File: src/sv/kms_pkg.sv
// Package for the keypad matrix scanner.
// It holds the scan phase type, the pin widths, the reset value of the debounce register and the result struct.
// It depends on nothing else.
`default_nettype none

package kms_pkg;

    // The pin counts are fixed by the board wiring, not by the matrix size.
    localparam int COL_PINS = 7;
    localparam int ROW_PINS = 3;
    localparam int COL_NUM_W = 3;
    localparam int DEBOUNCE_W = 16;

    localparam logic [DEBOUNCE_W-1:0] DEBOUNCE_RESET = 16'd100;

    typedef enum logic [4:0] {
        PH_IDLE     = 5'b00001,
        PH_WAIT_COL = 5'b00010,
        PH_SCAN     = 5'b00100,
        PH_DRIVE    = 5'b01000,
        PH_WAIT_ROW = 5'b10000
    } scan_phase_t;

    typedef struct packed {
        logic                 rows_driven_low;
        logic [COL_NUM_W-1:0] driven_column;
        logic                 key_valid;
        logic [COL_NUM_W-1:0] key_column;
        logic [ROW_PINS-1:0]  key_rows;
    } scan_result_t;

endpackage

`default_nettype wire

File: src/sv/keypad_matrix_scanner.sv
// Top level of the keypad matrix scanner: line-reversal scan with debounce.
// It depends on kms_pkg for the phase type, the pin widths and the result struct.
//
//   Channel   Signals                                  Direction  Beat carries
//   input     in_valid, in_ready                       in         column_levels, row_levels
//   output    out_valid, out_ready                     out        drive pattern and key report
//   config    cfg_write_en, cfg_write_data             in         debounce_ticks
//
// Every input beat is one tick of the scan and yields exactly one output beat.
// The block takes one beat per clock cycle while its output is not stalled, and
// registers the result in the output register.
// A beat is taken whenever the output register is empty or is being drained in the
// same cycle, so a stalled output holds its beat and stalls only the input.
// Reset puts the scanner at rest (rows driven low), column zero, count zero, and
// loads the debounce register with 100 ticks.
`default_nettype none

module keypad_matrix_scanner
    import kms_pkg::*;
#(
    parameter int NUM_ROWS    = 3,
    parameter int NUM_COLUMNS = 7
) (
    input  wire logic                  clk,
    input  wire logic                  rst_n,

    input  wire logic                  in_valid,
    output logic                       in_ready,
    input  wire logic [COL_PINS-1:0]   column_levels,
    input  wire logic [ROW_PINS-1:0]   row_levels,

    output logic                       out_valid,
    input  wire logic                  out_ready,
    output logic                       rows_driven_low,
    output logic [COL_NUM_W-1:0]       driven_column,
    output logic                       key_valid,
    output logic [COL_NUM_W-1:0]       key_column,
    output logic [ROW_PINS-1:0]        key_rows,

    input  wire logic                  cfg_write_en,
    input  wire logic [DEBOUNCE_W-1:0] cfg_write_data
);

    // Matrix lines beyond the pins have no wiring, so they are never scanned.
    localparam int USED_COLS = (NUM_COLUMNS < COL_PINS) ? NUM_COLUMNS : COL_PINS;
    localparam int USED_ROWS = (NUM_ROWS < ROW_PINS) ? NUM_ROWS : ROW_PINS;
    localparam logic [COL_PINS-1:0] COL_MASK = COL_PINS'((1 << USED_COLS) - 1);
    localparam logic [ROW_PINS-1:0] ROW_MASK = ROW_PINS'((1 << USED_ROWS) - 1);
    localparam logic [COL_NUM_W:0]  LAST_COL = (COL_NUM_W + 1)'(USED_COLS);

    scan_phase_t                 phase_reg, phase_next;
    logic [COL_NUM_W-1:0]        column_reg, column_next;
    logic [DEBOUNCE_W-1:0]       count_reg, count_next;
    logic [DEBOUNCE_W-1:0]       debounce_ticks_reg;
    logic                        out_valid_reg;
    scan_result_t                result_reg, result_next;

    logic                        accept;
    logic [COL_PINS-1:0]         col_low;
    logic [ROW_PINS-1:0]         row_low;
    logic [COL_NUM_W:0]          col_inc;
    logic                        last_column;
    logic                        released;

    // The output register is the only storage between the two sides, so the input
    // is ready whenever that register is empty or is handing its beat over now.
    assign in_ready = !out_valid_reg || out_ready;
    assign accept   = in_valid && in_ready;

    // Pins read low when a key closes the line; active-high masks are easier to test.
    assign col_low = ~column_levels & COL_MASK;
    assign row_low = ~row_levels & ROW_MASK;

    // Stepping to the next column ends the walk after the last wired column.
    assign col_inc     = {1'b0, column_reg} + 1'b1;
    assign last_column = (col_inc >= LAST_COL);

    always_comb
    begin
        phase_next  = phase_reg;
        column_next = column_reg;
        count_next  = count_reg;
        result_next = '0;

        unique case (phase_reg)
            PH_WAIT_COL:
            begin
                // Count down the debounce time, then see whether a column is still low.
                if (count_reg != '0) begin
                    count_next = count_reg - 1'b1;
                end else if (col_low != '0) begin
                    column_next = '0;
                    phase_next  = PH_SCAN;
                end else begin
                    phase_next = PH_IDLE;
                end
            end
            PH_SCAN:
            begin
                if ({1'b0, column_reg} >= LAST_COL) begin
                    column_next = '0;
                    phase_next  = PH_IDLE;
                end else if (col_low[column_reg]) begin
                    phase_next = PH_DRIVE;
                end else if (last_column) begin
                    column_next = '0;
                    phase_next  = PH_IDLE;
                end else begin
                    column_next = col_inc[COL_NUM_W-1:0];
                    phase_next  = PH_SCAN;
                end
            end
            PH_DRIVE:
            begin
                // The rows were sampled with this column driven low and the rows released.
                if (row_low != '0) begin
                    count_next = debounce_ticks_reg;
                    phase_next = PH_WAIT_ROW;
                end else if (last_column) begin
                    column_next = '0;
                    phase_next  = PH_IDLE;
                end else begin
                    column_next = col_inc[COL_NUM_W-1:0];
                    phase_next  = PH_SCAN;
                end
            end
            PH_WAIT_ROW:
            begin
                if (count_reg != '0) begin
                    count_next = count_reg - 1'b1;
                end else begin
                    // A row still low after the wait is a debounced press in this column.
                    if (row_low != '0) begin
                        result_next.key_valid  = 1'b1;
                        result_next.key_column = col_inc[COL_NUM_W-1:0];
                        result_next.key_rows   = row_low;
                    end
                    if (last_column) begin
                        column_next = '0;
                        phase_next  = PH_IDLE;
                    end else begin
                        column_next = col_inc[COL_NUM_W-1:0];
                        phase_next  = PH_SCAN;
                    end
                end
            end
            default:
            begin
                // At rest, and for any phase code that should never occur.
                column_next = '0;
                phase_next  = PH_IDLE;
                if (col_low != '0) begin
                    count_next = debounce_ticks_reg;
                    phase_next = PH_WAIT_COL;
                end
            end
        endcase

        // The drive pattern announced here is the one the next tick is sampled under.
        released                    = (phase_next == PH_DRIVE) || (phase_next == PH_WAIT_ROW);
        result_next.rows_driven_low = !released;
        result_next.driven_column   = released ? COL_NUM_W'({1'b0, column_next} + 1'b1) : '0;
    end

    always_ff @(posedge clk or negedge rst_n)
    begin
        if (!rst_n) begin
            phase_reg          <= PH_IDLE;
            column_reg         <= '0;
            count_reg          <= '0;
            debounce_ticks_reg <= DEBOUNCE_RESET;
            out_valid_reg      <= 1'b0;
        end else begin
            if (cfg_write_en) begin
                debounce_ticks_reg <= cfg_write_data;
            end
            if (accept) begin
                phase_reg     <= phase_next;
                column_reg    <= column_next;
                count_reg     <= count_next;
                out_valid_reg <= 1'b1;
            end else if (out_ready) begin
                out_valid_reg <= 1'b0;
            end
        end
    end

    // Result payload needs no reset; it is only looked at while out_valid is high.
    always_ff @(posedge clk)
    begin
        if (accept) begin
            result_reg <= result_next;
        end
    end

    assign out_valid       = out_valid_reg;
    assign rows_driven_low = result_reg.rows_driven_low;
    assign driven_column   = result_reg.driven_column;
    assign key_valid       = result_reg.key_valid;
    assign key_column      = result_reg.key_column;
    assign key_rows        = result_reg.key_rows;

endmodule

`default_nettype wire

File: config.mk
export PLATFORM = sky130hd
export DESIGN_NAME = keypad_matrix_scanner
export DESIGN_NICKNAME = d
export VERILOG_FILES = /design/src/sv/kms_pkg.sv /design/src/sv/keypad_matrix_scanner.sv
export SDC_FILE = /design/constraint.sdc
export NUM_CORES = 1
export LEC_CHECK = 0
export BUFFER_PORTS_ARGS = -buffer_cell sky130_fd_sc_hd__buf_2
export CAP_MARGIN = 15
export CORE_MARGIN = 2
export CORE_UTILIZATION = 61
export DETAILED_ROUTE_END_ITERATION = 10
export MAX_ROUTING_LAYER = met4
export PLACE_DENSITY = 0.87
export SYNTH_ARGS = -nofsm -noshare
export SYNTH_HDL_FRONTEND = slang
export SYNTH_SLANG_ARGS = --single-unit
File: constraint.sdc
create_clock -name clk -period 4.04 [get_ports clk]
set_input_delay 0.808 -clock clk [delete_from_list [all_inputs] [get_ports clk]]
set_output_delay 0.808 -clock clk [all_outputs]
set_load 0.02 [all_outputs]
; ---- Word level (Yosys, flattened, before mapping)
; Cells that the tools add are included.
[word_totals]
reg_bits = 52
out_inout_bits = 13
[classes]
add_sub_neg = 3
n_lt_le_gt_ge = 3
n_eq_ne = 8
mux = 26
bitwise = 5
n_reduce_logical = 14
[op_table]
columns = operator, count
row1 = 16-bit two-way mux, 3
row2 = 16-bit case mux with 3 select lines, 1
row3 = 3-bit two-way mux, 9
row4 = 5-bit case mux with 4 select lines, 1
row5 = 16-bit nonzero test, 1
row6 = "16-bit by 1-bit subtractor with 16-bit output, second input constant", 1
row7 = 5-bit two-way mux, 3
row8 = 3-bit case mux with 4 select lines, 1
row9 = "5-bit by 4-bit equality test with 1-bit output, second input constant", 2
row10 = "5-bit equality test, second input constant", 2
row11 = 4-bit two-way mux, 2
row12 = 7-bit two-way mux, 1
row13 = 7-bit NOT, 1
row14 = 7-bit nonzero test, 1
row15 = 3-bit nonzero test, 2
row16 = "5-bit by 2-bit equality test with 1-bit output, second input constant", 1
row17 = "5-bit by 3-bit equality test with 1-bit output, second input constant", 1
row18 = 5-bit AND reduction, 1
row19 = "3-bit by 1-bit adder with 4-bit output, second input constant", 1
row20 = "4-bit by 3-bit greater-or-equal comparator with 1-bit output, second input constant", 1
row21 = "3-bit by 4-bit less-than comparator with 1-bit output, second input constant", 1
row22 = 2-bit OR reduction, 2
row23 = "3-bit by 1-bit adder with 3-bit output, second input constant", 1
row24 = 1-bit binary-select mux with 3-bit select, 1
row25 = 12 further kinds, 18

; ---- Longest topological paths before layout
[logic_depth]
depth_word = 9
mapped_depth = 10
ltp_nobuf = 9

; ---- Worst setup path after synthesis
; OpenSTA, ideal clock, no wires.
[synth_timing]
path_kind = input -> register
startpoint = in out_ready
endpoint = reg count_reg[0]
arrival_ns = 2.468
setup_slack_ns = 1.486
stages = 8
path_cell_list = nand2b_1 -> nand2_1 -> inv_1 -> clkbuf_1 -> and4_1 -> buf_2 -> nand3_1 -> o211ai_1
[synth_between]
elab_chain_len = 3
[synth_lines]
columns = item, line_no
row1 = from (decl), keypad_matrix_scanner.sv:33  ; input wire logic out_ready,
row2 = 1-bit logical OR, keypad_matrix_scanner.sv:67  ; assign in_ready = !out_valid_reg || out_ready;
row3 = 1-bit logical AND, keypad_matrix_scanner.sv:68  ; assign accept = in_valid && in_ready;
row4 = net accept, keypad_matrix_scanner.sv:58  ; logic accept;
row5 = 5-bit AND reduction (no line), n/a
row6 = to (signal assigned), keypad_matrix_scanner.sv:180  ; count_reg <= count_next;
row7 = to (decl), keypad_matrix_scanner.sv:53  ; logic [DEBOUNCE_W-1:0] count_reg, count_next;
; The timed path passes the listed nets, and every way through them passes these cells.
; A chain may end at the register's enable or synchronous reset.

; ---- Worst setup path in the final report
[layout_timing]
startpoint = reg count_reg[0]
endpoint = reg result_reg (netlist bit driven_column[2]), data pin
[layout_between]
elab_chain_len = 5
[layout_lines]
columns = item, line_no
row1 = 16-bit nonzero test (*), "keypad_matrix_scanner.sv:89, keypad_matrix_scanner.sv:129"
row2 = branches (longest 4 deep; another with 3-bit by 1-bit adder with 3-bit output), n/a
row3 = to (signal assigned), keypad_matrix_scanner.sv:192  ; result_reg <= result_next;
row4 = to (decl), keypad_matrix_scanner.sv:56  ; scan_result_t result_reg, result_next;
; Every way passes the cells marked *.

==> impl_metrics.ini <==
[cells_and_area]
layout.cells.most_common_list = sky130_fd_sc_hd__buf_2 (43), sky130_fd_sc_hd__nor2_1 (39), sky130_fd_sc_hd__dfrtp_1 (37)
flow.area_growth_from_synthesis_pct = 12.7
n_fill_cell = 329
nets = 364
final_layout_size_suffix_gt1_frac = 0.270
antenna-diode-count = 0
layout.cells.most_common = sky130_fd_sc_hd__buf_2
utilization = 0.721

[synthesis]
synth_unique_cells = 48
synth_compound_area_frac = 0.167
synth.yosys.warnings = 0
syn_inst = 290
yosys.area_share.adder = 0.0178
synth-edff-count = 11
postSynthAreaPerCell_sq_um = 9.68
postSynthRegisterBits = 52
yosys-top-cells-area = sky130_fd_sc_hd__dfrtp_1 (33%), sky130_fd_sc_hd__edfxtp_1 (12%), sky130_fd_sc_hd__mux2_2 (8.4%)
yosys-mux-area-fraction = 0.0994
asyncSetResetFlopFracSynth = 0.788
synth_top_area_frac = 0.330
synth.cell_area_sq_um = 2810
yosys.area_share.simple = 0.196
dominantRegCellSynth = sky130_fd_sc_hd__dfrtp_1
mapped_nets = 325
yosysTopAreaCell = sky130_fd_sc_hd__dfrtp_1
yosysSeqAreaShare = 0.485
largest_family_of_logic_cells_by_synthesized_area = simple AND/OR/NAND/NOR gates
synth_xor_area_frac = 0.00312

[worst_setup_path]
crit_type = register to register
worst-endpoint-arrival_ns = 2.74
sort_of_element_at_the_start_of_the_critical_path = register
timing.critical_path.to_type = register
worst-path-max-fanout = 7
critical_path_required_ns = 4.09

[cts]
tritoncts_buffer_count = 5
hold_buffers = 0
clk_latency_ns = 0.30
clkSlewWorstSetupHoldPaths_ns = 0.09
cts_max_path_buffers = 2
ctsHtreeMaxLevel = 2
count_of_instances_resized_after_the_clock_tree_is_built = 0
tritoncts_clock_tree = built
cts_root_buffer = sky130_fd_sc_hd__clkbuf_8
clkSinkCount = 52
post_cts_buffers = 0

[pwr]
power_density_nw_per_um2 = 583
leakage_nw = 1.33
vdd_ir_drop_max_mv = 0.370

[die]
die_width_microns = 71.8
initial_utilization = 0.640
boundaryPins = 44
num_rows = 24
placeableCoreArea_sq_um = 4380
die_area_sq_um = 5160
dieHeight_microns = 71.8

[timing]
fmax_ghz = 0.371
timing_max_transition_violations_final = 0
report.final.setup_viol = 0
hold_viol_final = 0
period_share = 0.667
period_needed_ns = 2.69
setup_repair_after_global_routing_missed_its_margin = no
skew_ns = 0.0105
tns_ns = 0
worst_pin_slew_ns = 0.918
slew_headroom = 0.388

[global_route]
groute.usage.overall = 0.256
first_global_vias = 2143
grt_start_max_net_pins = 42
grt_overflow = 0
antenna_violations_before_repair = 0
wire_length_of_the_first_global_routing_pass_microns = 10100

[hold_path]
path_type_of_the_worst_min_delay_path = register to register

[placement]
gp_routability_congestion = 0.917
post-dp-hpwl_microns = 4260
buffer_ports.inserted = 43

[job]
drv.max_cap_violation_count = 0

[status]
status = complete, no violations

[detailed_routing]
wirelength_microns = 5900
detailedRoute.firstPassIterationCount = 4
per_cell_routed_wire_length_microns = 15.4
via_count = 2334
via_per_inst = 6.11
drt_drc_violations_left = 0
antenna_violating_nets_post_route = 0
first_iter_violations = 173
worst paths after layout:
path	slack (ns)	from	to	depth (start not counted)
worst min register to register	0.52	debounce_ticks_reg[3]$_DFFE_PN0P_	debounce_ticks_reg[3]$_DFFE_PN0P_	1
worst max-delay path	1.35	count_reg[0]$_DFFE_PN0P_	driven_column[2]$_SDFFCE_PN0P_	9
max in group asynchronous	2.83	rst_n	column_reg[1]$_DFFE_PN0P_	1
worst max register to register	1.35	count_reg[0]$_DFFE_PN0P_	driven_column[2]$_SDFFCE_PN0P_	9
min in group asynchronous	0.63	rst_n	phase_reg[3]$_DFFE_PN0P_	1
worst min-delay path	0.52	debounce_ticks_reg[3]$_DFFE_PN0P_	debounce_ticks_reg[3]$_DFFE_PN0P_	1
metrics by stage:
| step | hold slack, ns | setup WS, ns | std cells | area, sq um | total power, mW |
|---|---|---|---|---|---|
| finish | 0.519 | 1.35 | 382 | 3160 | 1.84 |
| global route | 0.536 | 1.10 | 382 | 3160 | 1.98 |
| CTS | 0.519 | 1.36 | 382 | 3160 | 1.84 |
| detailed placement | 0.498 | 1.32 | 374 | 3050 | 1.49 |
| global placement | 0.488 | 1.39 | 374 | 3050 | 1.45 |
| floorplan | 0.470 | 1.49 | 290 | 2810 | 1.32 |
synthesized netlist by cell type, types with 5 or more instances:
cell and number:
sky130_fd_sc_hd__edfxtp_1 11, sky130_fd_sc_hd__nand2_1 19, sky130_fd_sc_hd__dfrtp_1 37, sky130_fd_sc_hd__nor3_1 10, sky130_fd_sc_hd__nor2_1 39, sky130_fd_sc_hd__nand3_1 8
sky130_fd_sc_hd__inv_1 7, sky130_fd_sc_hd__nand2b_1 5, sky130_fd_sc_hd__a22oi_1 6, sky130_fd_sc_hd__a21oi_1 19, sky130_fd_sc_hd__clkbuf_1 11, sky130_fd_sc_hd__mux2_2 21
sky130_fd_sc_hd__o21ai_0 30
cell families after synthesis:
family / Yosys count
adders and majority gates: 4
AOI/OAI and AO/OA: 77
buffers and inverters: 21
and+or+nand+nor: 111
DFF: 52
xor gates and xnor gates: 1
muxes: 24
cell type report:
| class | instances | area (sq um) | share of cell area |
|---|---|---|---|
| multi-input cells | 217 | 1360 | 0.430 |
| clock inverters | 2 | 38.8 | 0.0123 |
| well taps | 52 | 65.1 | 0.0206 |
| inverters | 7 | 26.3 | 0.00831 |
| flip-flops and latches | 52 | 1360 | 0.430 |
| clock buffers | 6 | 72.6 | 0.0229 |
| repair buffers | 46 | 238 | 0.0752 |
worst max-delay path, cell delays in order (launching register included):
cell	delay, ns
sky130_fd_sc_hd__dfrtp_1	0.38
sky130_fd_sc_hd__inv_1	0.09
sky130_fd_sc_hd__ha_1	0.19
sky130_fd_sc_hd__nor4b_1	0.33
sky130_fd_sc_hd__nand4_1	0.31
sky130_fd_sc_hd__o21ai_0	0.45
sky130_fd_sc_hd__o21ba_2	0.22
sky130_fd_sc_hd__o21ai_1	0.21
sky130_fd_sc_hd__and3_1	0.20
sky130_fd_sc_hd__nor3_1	0.05
per-layer routing:
layer / GRT usage / routed length, microns / vias up / share of wire
met5: - / 0 / - / 0
met4: 0.0776 / 95 / 0 / 0.016
met3: 0.0380 / 283 / 9 / 0.048
met2: 0.392 / 2770 / 71 / 0.47
met1: 0.358 / 2750 / 1116 / 0.47
li1: - / - / 1138 / -
power by group:
| part | switching [mW] | internal (mW) | total, mW | leakage (nW) |
|---|---|---|---|---|
| Combinational | 0.398 | 0.272 | 0.670 | 0.682 |
| Sequential | 0.149 | 0.669 | 0.818 | 0.594 |
| Clock | 0.170 | 0.187 | 0.357 | 0.0558 |
Power figures use the tool's default switching activity.
